**src/rtl/core/qro_pkg.sv**
```systemverilog
// Shared types, widths and helpers for the quad / cell-area overlap test.
package qro_pkg;

	localparam int N_VERT        = 4;
	localparam int N_BOUND       = 2;
	localparam int VERT_W        = 24;
	localparam int TILE_W        = 15;
	localparam int NORM_W        = VERT_W + 1;
	localparam int FRAC_BITS_DEF = 8;

	typedef struct packed {
		logic s1;
		logic s2;
		logic s3;
		logic s4;
		logic s5;
	} stage_en_t;

	// Signed width of a widened cell bound: (index << frac) +/- half a cell.
	function automatic int area_w(input int frac);
		return TILE_W + frac + 1;
	endfunction

	function automatic int int_max(input int a, input int b);
		return (a > b) ? a : b;
	endfunction

endpackage

```
**src/rtl/core/qro_prep.sv**
```systemverilog
// Stage 1: edge normals, widened area bounds and grid-axis extents of the quad.
module qro_prep
	import qro_pkg::*;
#(
	parameter int FRAC_BITS = FRAC_BITS_DEF,
	localparam int AW = area_w(FRAC_BITS)
) (
	input  logic                     clk,
	input  stage_en_t                en,
	input  logic signed [VERT_W-1:0] qi [N_VERT],
	input  logic signed [VERT_W-1:0] qj [N_VERT],
	input  logic        [TILE_W-1:0] ti_lo,
	input  logic        [TILE_W-1:0] ti_hi,
	input  logic        [TILE_W-1:0] tj_lo,
	input  logic        [TILE_W-1:0] tj_hi,
	output logic signed [VERT_W-1:0] vi_s1 [N_VERT],
	output logic signed [VERT_W-1:0] vj_s1 [N_VERT],
	output logic signed [NORM_W-1:0] ni_s1 [N_VERT],
	output logic signed [NORM_W-1:0] nj_s1 [N_VERT],
	output logic signed [AW-1:0]     ai_s1 [N_BOUND],
	output logic signed [AW-1:0]     aj_s1 [N_BOUND],
	output logic signed [VERT_W-1:0] imin_s1,
	output logic signed [VERT_W-1:0] imax_s1,
	output logic signed [VERT_W-1:0] jmin_s1,
	output logic signed [VERT_W-1:0] jmax_s1
);

	localparam logic signed [AW-1:0] HALF = AW'(1) <<< (FRAC_BITS - 1);

	logic signed [AW-1:0]     base_ilo, base_ihi, base_jlo, base_jhi;
	logic signed [VERT_W-1:0] imin_a, imin_b, imax_a, imax_b;
	logic signed [VERT_W-1:0] jmin_a, jmin_b, jmax_a, jmax_b;
	logic signed [NORM_W-1:0] ni_c [N_VERT];
	logic signed [NORM_W-1:0] nj_c [N_VERT];

	assign base_ilo = signed'({1'b0, ti_lo, {FRAC_BITS{1'b0}}});
	assign base_ihi = signed'({1'b0, ti_hi, {FRAC_BITS{1'b0}}});
	assign base_jlo = signed'({1'b0, tj_lo, {FRAC_BITS{1'b0}}});
	assign base_jhi = signed'({1'b0, tj_hi, {FRAC_BITS{1'b0}}});

	// Two-level compare trees for the axis extents
	always_comb begin
		imin_a = (qi[0] < qi[1]) ? qi[0] : qi[1];
		imin_b = (qi[2] < qi[3]) ? qi[2] : qi[3];
		imax_a = (qi[0] > qi[1]) ? qi[0] : qi[1];
		imax_b = (qi[2] > qi[3]) ? qi[2] : qi[3];
		jmin_a = (qj[0] < qj[1]) ? qj[0] : qj[1];
		jmin_b = (qj[2] < qj[3]) ? qj[2] : qj[3];
		jmax_a = (qj[0] > qj[1]) ? qj[0] : qj[1];
		jmax_b = (qj[2] > qj[3]) ? qj[2] : qj[3];
	end

	// Normal of edge k -> k+1; a zero-length edge gives a zero normal, whose
	// projections all collapse to zero and can never separate.
	for (genvar k = 0; k < N_VERT; k++) begin : g_norm
		localparam int M = (k + 1) % N_VERT;
		assign ni_c[k] = NORM_W'(qj[k]) - NORM_W'(qj[M]);
		assign nj_c[k] = NORM_W'(qi[M]) - NORM_W'(qi[k]);
	end

	always_ff @(posedge clk) begin
		if (en.s1) begin
			vi_s1    <= qi;
			vj_s1    <= qj;
			ni_s1    <= ni_c;
			nj_s1    <= nj_c;
			ai_s1[0] <= base_ilo - HALF;
			ai_s1[1] <= base_ihi + HALF;
			aj_s1[0] <= base_jlo - HALF;
			aj_s1[1] <= base_jhi + HALF;
			imin_s1  <= (imin_a < imin_b) ? imin_a : imin_b;
			imax_s1  <= (imax_a > imax_b) ? imax_a : imax_b;
			jmin_s1  <= (jmin_a < jmin_b) ? jmin_a : jmin_b;
			jmax_s1  <= (jmax_a > jmax_b) ? jmax_a : jmax_b;
		end
	end

endmodule

```
**config.mk**
```make
export PLATFORM = sky130hd
export DESIGN_NAME = qro_prep
export DESIGN_NICKNAME = d
export VERILOG_FILES = /design/src/rtl/core/qro_pkg.sv /design/src/rtl/core/qro_prep.sv
export SDC_FILE = /design/constraint.sdc
export NUM_CORES = 1
export LEC_CHECK = 0
export ABC_AREA = 1
export BUFFER_PORTS_ARGS = -buffer_cell sky130_fd_sc_hd__buf_4
export CAP_MARGIN = 20
export CORE_AREA = 4 4 325 327
export DETAILED_ROUTE_END_ITERATION = 12
export DIE_AREA = 0 0 329 331
export PLACE_DENSITY_LB_ADDON = 0.2
export SKIP_CTS_REPAIR_TIMING = 1
export SLEW_MARGIN = 20
export SYNTH_ARGS = -nofsm -noshare
export SYNTH_HDL_FRONTEND = slang
export SYNTH_SLANG_ARGS = --single-unit
```
**constraint.sdc**
```tcl
create_clock -name clk -period 6.5 [get_ports clk]
set_clock_uncertainty 0.2 [all_clocks]
set_input_delay 0.65 -clock clk [delete_from_list [all_inputs] [get_ports clk]]
set_output_delay 0.65 -clock clk [all_outputs]
set_load 0.005 [all_outputs]
```
# Word level (Yosys, flattened, before mapping)
# Index checks and enable logic that the tools add are counted.
# word_totals
ram_bits,0
in_bits,258
mem_count,0
latchBits,0
out_inout_bits,584
rom_bits,0
reg_bits,584
elab_cells,60
# op_classes
reduce_logical,0
n_bitwise,0
muxes,12
n_addsub,12
n_lt_le_gt_ge,12
n_mul,0
n_div,0
shifts,0
eq_ne,0
# ops
operator,n
24-bit two-way mux,12
24-bit by 24-bit subtractor with 25-bit output,8
24-bit > comparator,6
24-bit < comparator,6
23-bit by 8-bit adder with 24-bit output (second input constant),2
23-bit by 8-bit subtractor with 24-bit output (second input constant),2

# Depth between registers and ports, before layout
# Gate-level depths: netlist of run 1.
# logic_depth
word_depth,4
mapped_depth,32
ltp_nobuf,28

# Least setup slack after synthesis of run 1
# OpenSTA, ideal clock, no wires.
# synth_path
path_kind,input port to flip-flop
start,input qj[72] in the netlist's numbering
end,"register jmax_s1[1], data pin"
required_time_ns,6.034
cell_stages,29
n_path_buf,3
setup_slack_ns,1.672
t_arrival_ns,4.362
setup_time_ns,0.266
path_cell_list,inv_1 ha_1 fa_1 nand3b_1 nand2_1 nand2_1 nand2_1 nand2_1 nand3_2 nand2_2 o311ai_0 clkbuf_1 buf_2 nand2_1 o21ai_0 ha_1 inv_1 nor2_1 nor2_1 o21ai_0 nand2_1 o211ai_1 a221oi_1 nor2_1 a31oi_1 nand2_1 clkinv_1 clkbuf_1 o21ai_0
# synth_between
elab_chain_cells,4
# synth_rtl
item,line,source
start: declaration,qro_prep.sv:11,"input logic signed [VERT_W-1:0] qj [N_VERT],"
24-bit > comparator,qro_prep.sv:49,jmax_a = (qj[0] > qj[1]) ? qj[0] : qj[1];
24-bit two-way mux (*),qro_prep.sv:49,
24-bit > comparator,qro_prep.sv:74,jmax_s1 <= (jmax_a > jmax_b) ? jmax_a : jmax_b;
24-bit two-way mux (*),qro_prep.sv:74,
end signal: assignment,qro_prep.sv:74,
end: declaration,qro_prep.sv:25,output logic signed [VERT_W-1:0] jmax_s1
# Mark *: on every way between the ends. The rest lies on a longest branch, timed or not.
# A chain may end at the register's enable or synchronous reset.

# Worst setup path after layout of run 1
# layout_path
start,input qi[77] in the netlist's numbering
end,"register imin_s1[10], data pin"
# layout_between
elab_chain_cells,4
# layout_rtl
item,line,source
start: declaration,qro_prep.sv:10,"input logic signed [VERT_W-1:0] qi [N_VERT],"
24-bit < comparator,qro_prep.sv:43,imin_a = (qi[0] < qi[1]) ? qi[0] : qi[1];
24-bit two-way mux (*),qro_prep.sv:43,
24-bit < comparator,qro_prep.sv:71,imin_s1 <= (imin_a < imin_b) ? imin_a : imin_b;
24-bit two-way mux (*),qro_prep.sv:71,
end signal: assignment,qro_prep.sv:71,
end: declaration,qro_prep.sv:22,"output logic signed [VERT_W-1:0] imin_s1,"
# Marked as above.

==> impl_metrics.tcl, run 1 <==
set metrics [dict create \
    final_common_cell "buf_4" \
    cts_max_path_buffers 3 \
    first_iter_violations 1653 \
    layout-drive-gt1-share 0.2299 \
    cts_made_buffers 71 \
    synth_edf_count 550 \
    layout_worst_path_cycle_share 0.9316 \
    setup_tns_ps 0 \
    cts_max_level 3 \
    dieArea_sq_mm 0.1089 \
    synth_cells 3322 \
    crit_path_start "qi[77]" \
    grt_pass1_wl_mm 167.9 \
    synth.top_cell.area_share 0.5097 \
    synth_flop_cell "edfxtp_1" \
    criticalPathCategory "in -> reg" \
    relSlewSlack 0.3558 \
    num_vias 26920 \
    worstPathArrival_ps 6220 \
    start_util 0.3149 \
    synth_seq_area_share 0.5097 \
    synthDistinctLibCells 51 \
    areaGrowthSynthToFinish_pct 32.31 \
    final-setup-viol-count 0 \
    leakagePower_uw 0.01973 \
    core_sq_mm 0.1029 \
    totalWireLength_mm 118.8 \
    syn_area_per_cell_sq_um 9.754 \
    max_freq_mhz 165.1 \
    yosysWarnings 0 \
    power_density_mw_per_mm2 298.1 \
    grtUsageTotal 0.2075 \
    antenna_cells 0 \
    overflow 0 \
    grt_setup_unrepaired "no" \
    drc 0 \
    required_ps 6660 \
    die_height_microns 331 \
    fin_nets 4766 \
    utilization 0.4166 \
    critPathMaxFanout 34 \
    via_per_inst 4.767 \
    hold-worst-slack_ps 42.05 \
    synthArstFlopShare 0 \
    status "complete, no violations" \
    worstSetupEndpointType "register" \
    portBuffers 803 \
    post-synth-top-area-cell "edfxtp_1" \
    detail-route-antenna-nets 0 \
    dr.pass1.iters 5 \
    crit_path_start_kind "input port" \
    yosys-top-cells-area "edfxtp_1 (51%), ha_1 (11%), nand2_1 (8.3%)" \
    antenna_found_initial 0 \
    final_cell_mix "buf_4 (824), nand2_1 (713), edfxtp_1 (550)" \
    grt_pass1_vias 26330 \
    cts_tree "built" \
    gp_congestion 0.9456 \
    die_x_microns 329 \
    min_period_ps 6056 \
    ys_ff_latch 550 \
    dpl.hpwl_mm 96.52 \
    slew_viol_final 0 \
    cts_root_buf "clkbuf_16" \
    grt_max_degree 157 \
    worst_pin_slew_ps 966.3 \
    cts_sinks 550 \
    hold_viol 0 \
    ios 842 \
    worst_hold_path_type "in -> reg" \
    path_clk_slew_ps 60 \
    wl_per_cell_microns 21.04 \
    max-cap-violations 0 \
    peakVddDrop_uv 185.5 \
    syn_area_sq_mm 0.03240 \
    rows 118 \
    critPathCapture "imin_s1[10]" \
    fillCellCount 10160 \
]
-- registers in the layout (all words and copies together) (netlist names) --
| register | flops |
|---|---|
| ni_s1 | 100 |
| jmin_s1 | 24 |
| vi_s1 | 96 |
| jmax_s1 | 24 |
| imax_s1 | 24 |
| nj_s1 | 100 |
| aj_s1 | 31 |
| ai_s1 | 31 |
| vj_s1 | 96 |
| imin_s1 | 24 |
-- area by class of cell --
cell class | instances | area, sq um | area share
clock inverter | 43 | 445.4 | 0.01039
sequential | 550 | 16520 | 0.3852
clock buffer | 85 | 1872 | 0.04366
timing repair buffer | 887 | 6882 | 0.1605
tap | 1380 | 1727 | 0.04027
multi-input combinational | 2255 | 13750 | 0.3208
inverter | 447 | 1678 | 0.03914
-- worst min-delay path by stage --
stage / startpoint / to / slack (ps) / cells after the start
after CTS: ti_hi[8] / ai_s1[16] / -70 / 1
after detailed placement: ti_hi[11] / ai_s1[19] / 630 / 1
after floorplan: ti_hi[2] / ai_s1[10] / 550 / 0
final: qi[20] / vi_s1[20] / 40 / 1
after global placement: tj_hi[8] / aj_s1[16] / 630 / 1
after global routing: qi[72] / vi_s1[72] / 0.08 / 1
-- per-stage QoR --
stage	cells	cell area [sq um]	worst slack, ps	power [uW]
global route	5647	42870	6.858	13510
CTS	5591	42310	848.4	12950
finish	5647	42870	444.4	12780
global placement	5463	40000	203.1	8856
detailed placement	5463	40000	163.3	8876
floorplan	3354	32520	1672	6808
-- power by group --
part,leakage (uW),internal (uW),switching (uW),total (uW)
clock,0.00113,2380,1610,3990
sequential,0.00538,4660,192,4850
combinational,0.0132,1590,2350,3940
-- synthesized netlist by cell type (all sizes together) (2+ instances only) --
library cell	instances
a31oi	25
a21o	18
o221ai	7
o211ai	6
nand2	725
fa	8
conb	2
clkbuf	41
nor4	10
a21boi	8
a21oi	220
o21bai	8
a31o	4
edfxtp	550
or2	2
nor2	110
o21a	3
ha	288
o311ai	3
inv	445
buf	61
o2111ai	3
xnor2	69
xor2	141
nand4	24
and3	3
nor3	26
nand3b	8
a211oi	14
clkinv	2
nand3	164
o21ai	318
-- logic make-up (layout without fill, tap and decap cells) --
group | count (synthesis) | count (layout) | share of synthesized area
simple gates | 1076 | 1076 | 0.1402
compound gates | 639 | 639 | 0.1065
flops | 550 | 550 | 0.5097
buf+inv | 549 | 1462 | 0.07047
fa+ha+maj | 296 | 296 | 0.1161
xor+xnor | 210 | 210 | 0.05676
other cells | 2 | 34 | 0.0002318
-- layer usage --
metal	part of all wire	vias to the layer above	wire length, microns	global-route usage
li1	-	13140	-	-
met1	0.38	12750	44790	0.2314
met2	0.51	884	60990	0.3835
met3	0.082	141	9749	0.05968
met4	0.028	0	3274	0.05995
met5	0	-	0	0
-- worst max-delay path, cell delays in order --
cell           delay (ps)
dlygate4sd3_1         530
buf_4                 130
inv_1                  70
ha_1                  380
nand2_1                70
nor2_1                130
nand3_1               110
nand3_2               190
nand2_1                70
nand2_1                60
nand2_1                60
nand2_2               410
nand2_1               140
buf_4                 260
o21ai_0               390
ha_1                  320
a21oi_1               170
o21ai_0               120
nand3_1                90
nand2_1                50
nand2_1                70
a21oi_1                90
a211oi_1              610
nand3_2               620
nand3_1               260
nand2_1               120
No activity file was read; power rests on OpenSTA's default activity.
==> run 2, diff against run 1 <==
--- a/config.mk
+++ b/config.mk
@@ -8,10 +8,12 @@
 export ABC_AREA = 1
 export BUFFER_PORTS_ARGS = -buffer_cell sky130_fd_sc_hd__buf_4
 export CAP_MARGIN = 20
-export CORE_AREA = 4 4 325 327
+export CORE_ASPECT_RATIO = 0.8
+export CORE_MARGIN = 4
+export CORE_UTILIZATION = 25
 export DETAILED_ROUTE_END_ITERATION = 12
-export DIE_AREA = 0 0 329 331
 export PLACE_DENSITY_LB_ADDON = 0.2
+export REMOVE_ABC_BUFFERS = 1
 export SKIP_CTS_REPAIR_TIMING = 1
 export SLEW_MARGIN = 20
 export SYNTH_ARGS = -nofsm -noshare
==> run 2 against run 1 <==
  * Sequential share of layout area is 1.5 points lower
  * Power rose by 1.3%
  * Critical path depth is 1 lower
  * Sequential power about the same
  * Die area is 24% higher
  * Utilization fell by 6.8 points
  * First-iteration DRC count is 31% higher
  * Critical path type unchanged
==> impl_metrics.tcl, run 2 (synthesis results as in run 1) <==
set metrics [dict create \
    portBuffers 803 \
    dr.pass1.iters 5 \
    drc 0 \
    dpl.hpwl_mm 104.4 \
    fin_nets 4897 \
    largestRegisters "ni_s1: 100 flops, nj_s1: 100 flops" \
    worstSetupEndpointType "register" \
    slowest_delay_ps 540 \
    cts_root_buf "clkbuf_16" \
    cts_made_buffers 70 \
    cp_common_cell "nand2_1" \
    crit_path_start_kind "input port" \
    grtUsageTotal 0.1827 \
    areaGrowthSynthToFinish_pct 37.73 \
    critPathBufInv 5 \
    max_freq_mhz 172.5 \
    min_period_ps 5797 \
    grt_pass1_wl_mm 179.5 \
    layout_worst_path_cycle_share 0.8919 \
    die_x_microns 410.5 \
    via_per_inst 4.487 \
    dieArea_sq_mm 0.1355 \
    gp_congestion 0.8954 \
    cts_max_path_buffers 3 \
    max-cap-violations 0 \
    fillCellCount 13150 \
    rows 117 \
    totalWireLength_mm 130.3 \
    die_height_microns 330.0 \
    status "complete, no violations" \
    power_density_mw_per_mm2 290.1 \
    num_vias 27480 \
    detail-route-antenna-nets 0 \
    relSlewSlack 0.2842 \
    antenna_cells 0 \
    antenna_found_initial 2 \
    fin_cells 6124 \
    final_common_cell "buf_4" \
    start_util 0.2533 \
    grt_max_degree 135 \
    path_delay_family "simple AND/OR/NAND/NOR gates" \
    cts_sinks 550 \
    core_sq_mm 0.1279 \
    worst_hold_path_type "in -> reg" \
    worstPathArrival_ps 5990 \
    cts_max_level 3 \
    worst_pin_slew_ps 1074 \
    hold_viol 0 \
    hold-worst-slack_ps 43.38 \
    grt_setup_unrepaired "no" \
    slew_viol_final 0 \
    setup_tns_ps 0 \
    cts_tree "built" \
    ios 842 \
    worst_path_max_delay_cell "nand3_2" \
    peakVddDrop_uv 228.9 \
    overflow 0 \
    critPathMaxFanout 23 \
    required_ps 6700 \
    grt_pass1_vias 25730 \
    final_cell_mix "buf_4 (826), nand2_1 (713), edfxtp_1 (550)" \
    path_clk_slew_ps 60 \
    layout-drive-gt1-share 0.2226 \
    first_iter_violations 2170 \
    placed_cells 5809 \
    criticalPathCategory "in -> reg" \
    leakagePower_uw 0.02025 \
    p_total_uw 12950 \
    wl_per_cell_microns 21.28 \
    final-setup-viol-count 0 \
]
## run 2: changes by cell type in the layout (fill, tap and decap cells not counted), sizes merged
cell / previous run / this run
clkbuf: 85 / 82
clkinvlp: 4 / 9
bufinv: 8 / 7
inv: 450 / 448
dlygate4sd3: 56 / 187
buf: 831 / 832
clkinv: 28 / 29
## run 2: metal layers
metal / vias to the layer above / GRT usage / share of wire
met5: - / 0 / 0.00010
met4: 2 / 0.04418 / 0.023
met3: 144 / 0.05198 / 0.080
met2: 929 / 0.3000 / 0.47
met1: 12990 / 0.2380 / 0.43
li1: 13410 / - / -
## run 2: report_power, final
part           internal, uW  switching (uW)
sequential             4650             181
combinational          1630            2430
clock                  2330            1720
total                  8610            4330
## run 2: final cells by class
cell class / count / area [sq um] / share of cell area
well taps: 1725 / 2158 / 0.04836
multi-input cells: 2255 / 13750 / 0.3082
repair buffers: 1019 / 8188 / 0.1835
flip-flops and latches: 550 / 16520 / 0.3701
clock inverters: 46 / 495.5 / 0.01110
inverters: 447 / 1678 / 0.03760
clock buffers: 82 / 1839 / 0.04121
## run 2: final timing paths
| check | to | from | slack, ps | cells past startpoint |
|---|---|---|---|---|
| max | imin_s1[4] | qi[95] | 700 | 25 |
| min | vj_s1[95] | qj[95] | 40 | 1 |
## run 2: metrics by stage
stage / setup WS (ps) / utilization / cell area [sq um]
finish: 702.7 / 0.3488 / 44630
global route: 464.9 / 0.3488 / 44630
CTS: 1424 / 0.3342 / 42760
detailed placement: 667.1 / 0.3159 / 40420
global placement: 669.3 / 0.3159 / 40420
floorplan: -1596 / - / 31920
==> run 3, diff against run 2 <==
--- a/config.mk
+++ b/config.mk
@@ -5,9 +5,7 @@
 export SDC_FILE = /design/constraint.sdc
 export NUM_CORES = 1
 export LEC_CHECK = 0
-export ABC_AREA = 1
 export BUFFER_PORTS_ARGS = -buffer_cell sky130_fd_sc_hd__buf_4
-export CAP_MARGIN = 20
 export CORE_ASPECT_RATIO = 0.8
 export CORE_MARGIN = 4
 export CORE_UTILIZATION = 25
==> run 3 against run 2 <==
  * Routed wire length is 6.2% higher
  * Clock power increased by 4%
  * Global-route usage is 0.67 points higher
  * Sequential cell count unchanged
  * Final cell count is 1.1% lower
  * Synthesized area rose by 1.8%
  * Critical endpoint is now imax_s1[5]
  * Largest power group unchanged
==> impl_metrics.tcl, run 3 <==
set metrics [dict create \
    cts_max_path_buffers 3 \
    portBuffers 803 \
    worst_path_max_delay_cell "nor2_4" \
    p_total_uw 13690 \
    fillCellCount 13170 \
    dpl.hpwl_mm 110.2 \
    slowest_delay_ps 760 \
    setup_tns_ps 0 \
    yosys-top-cells-count "edfxtp_1 (550), inv_1 (345), a21oi_1 (312), nor2_1 (308), ha_1 (288)" \
    final_common_cell "buf_4" \
    hold_depth 1 \
    first_iter_violations 1915 \
    die_x_microns 414.2 \
    overflow 0 \
    synth_seq_area_share 0.5005 \
    drc 0 \
    criticalPathCategory "in -> reg" \
    detail-route-antenna-nets 0 \
    leakagePower_uw 0.02083 \
    final-setup-viol-count 0 \
    layout-drive-gt1-share 0.2800 \
    core_sq_mm 0.1302 \
    hold-worst-slack_ps 43.46 \
    max_freq_mhz 162.2 \
    rows 118 \
    post-synth-top-area-cell "edfxtp_1" \
    largestRegisters "ni_s1: 100 flops, nj_s1: 100 flops" \
    grt_pass1_wl_mm 191.5 \
    cts_max_level 3 \
    crit_path_start_kind "input port" \
    totalWireLength_mm 138.4 \
    cts_made_buffers 70 \
    worst_pin_slew_ps 981.3 \
    synth_flop_cell "edfxtp_1" \
    via_per_inst 4.661 \
    max-cap-violations 0 \
    peakVddDrop_uv 168.9 \
    hold_viol 0 \
    start_util 0.2534 \
    antenna_found_initial 2 \
    worstSetupEndpointType "register" \
    synth_cells 3083 \
    cts_sinks 550 \
    yosys-top-cells-area "edfxtp_1 (50%), ha_1 (11%), a21oi_1 (4.7%)" \
    syn_area_sq_mm 0.03300 \
    path_clk_slew_ps 60 \
    gp_congestion 0.8882 \
    grt_max_degree 141 \
    fin_nets 4817 \
    num_vias 28240 \
    synth_edf_count 550 \
    dieArea_sq_mm 0.1379 \
    status "complete, no violations" \
    critPathMaxFanout 24 \
    power_density_mw_per_mm2 293.5 \
    ys_ff_latch 550 \
    synthDistinctLibCells 70 \
    relSlewSlack 0.3443 \
    synth.top_cell.area_share 0.5005 \
    cts_tree "built" \
    slew_viol_final 0 \
    dr.pass1.iters 5 \
    wl_per_cell_microns 22.84 \
    worstPathArrival_ps 6330 \
    ios 842 \
    synthArstFlopShare 0 \
    layout_worst_path_cycle_share 0.9485 \
    syn_area_per_cell_sq_um 10.70 \
    required_ps 6670 \
    multiInputGateArea_sq_mm 0.01481 \
    final_cell_mix "buf_4 (1034), edfxtp_1 (550), inv_1 (345)" \
    grt_pass1_vias 27010 \
    seqCellArea_sq_mm 0.01652 \
    die_height_microns 333.0 \
    worst_hold_path_type "in -> reg" \
    yosysWarnings 0 \
    areaGrowthSynthToFinish_pct 41.38 \
    min_period_ps 6165 \
    crit_chain "dlygate4sd3_1 -> buf_4 -> ha_1 -> a21o_1 -> a221oi_1 -> nor2b_1 -> o311ai_4 -> o21ai_0 -> a21oi_4 -> buf_4 -> nor2_1 -> a21oi_1 -> inv_1 -> ha_1 -> o21a_1 -> o21a_1 -> o21a_1 -> o21ai_0 -> nand2b_1 -> a21oi_1 -> o21ai_0 -> xor2_1 -> nor2_4 -> mux2i_1" \
    synth.most_common_cell "edfxtp_1" \
    grtUsageTotal 0.1894 \
    cts_root_buf "clkbuf_16" \
]
-- run 3: cell count changes in the layout (fill, tap and decap cells not counted), sizes merged, moves of 70 or more --
cell,delta
a21o,+77
xor2,-96
nand2,-600
inv,-98
nor2,+198
a21oi,+92
nand3,-129
buf,+216
mux2i,+76
a221oi,+70
o21ai,-142
-- run 3: logic make-up (layout without fill, tap and decap cells) --
group,count (synthesis),in the layout,share of synthesized area
multiplexers,79,79,0.02419
buffers and inverters,455,1658,0.05646
adder cells (fa/ha/maj),296,296,0.1141
flip-flops,550,550,0.5005
XOR/XNOR,165,165,0.04379
other,2,35,0.0002276
AND/OR/NAND/NOR,690,690,0.09586
AO/OA/AOI/OAI,846,846,0.1649
-- run 3: power breakdown --
part	total [uW]	internal, uW	switching (uW)
Sequential	4790	4610	182
Combinational	4670	2100	2560
Clock	4230	2490	1740
-- run 3: cell type report --
| cell class | instances | area share |
|---|---|---|
| flip-flops and latches | 550 | 0.3540 |
| multi-input cells | 2110 | 0.3174 |
| repair buffers | 1186 | 0.2019 |
| well taps | 1740 | 0.04667 |
| clock buffers | 76 | 0.03894 |
| inverters | 345 | 0.02776 |
| clock inverters | 51 | 0.01322 |
| diodes | 1 | 0.00005364 |
-- run 3: metal layers --
metal  routed length, microns  share of wire  GRT usage  vias to the layer above
met5                       26        0.00019          0                        -
met4                     4129          0.030    0.05629                        4
met3                     9673          0.070    0.05192                      149
met2                    66600           0.48     0.3182                      845
met1                    57940           0.42     0.2376                    13660
li1                         -              -          -                    13590
-- run 3: path summary, 6_finish.rpt --
check | slack [ps] | startpoint | end
max | 330 | qi[56] | imax_s1[5]
min | 40 | qj[48] | vj_s1[48]
-- run 3: stage by stage --
stage / cell area, sq um / worst slack, ps / std cells / utilization
2_1_floorplan: 32550 / -2814 / 3005 / -
5_1_grt: 46650 / -10.60 / 6059 / 0.3582
3_5_place_dp: 42830 / -397.5 / 5793 / 0.3289
3_3_place_gp: 42830 / -363.9 / 5793 / 0.3289
4_1_cts: 45270 / 306.6 / 5920 / 0.3476
6_report: 46650 / 334.6 / 6059 / 0.3582
-- run 3: critical path, delay by kind of cell --
| kind | cells | cell delay, ps |
|---|---|---|
| compound gates | 12 | 2570 |
| xor+xnor | 1 | 190 |
| fa+ha+maj | 2 | 710 |
| buf+inv | 4 | 1000 |
| mux | 1 | 190 |
| simple gates | 4 | 1010 |
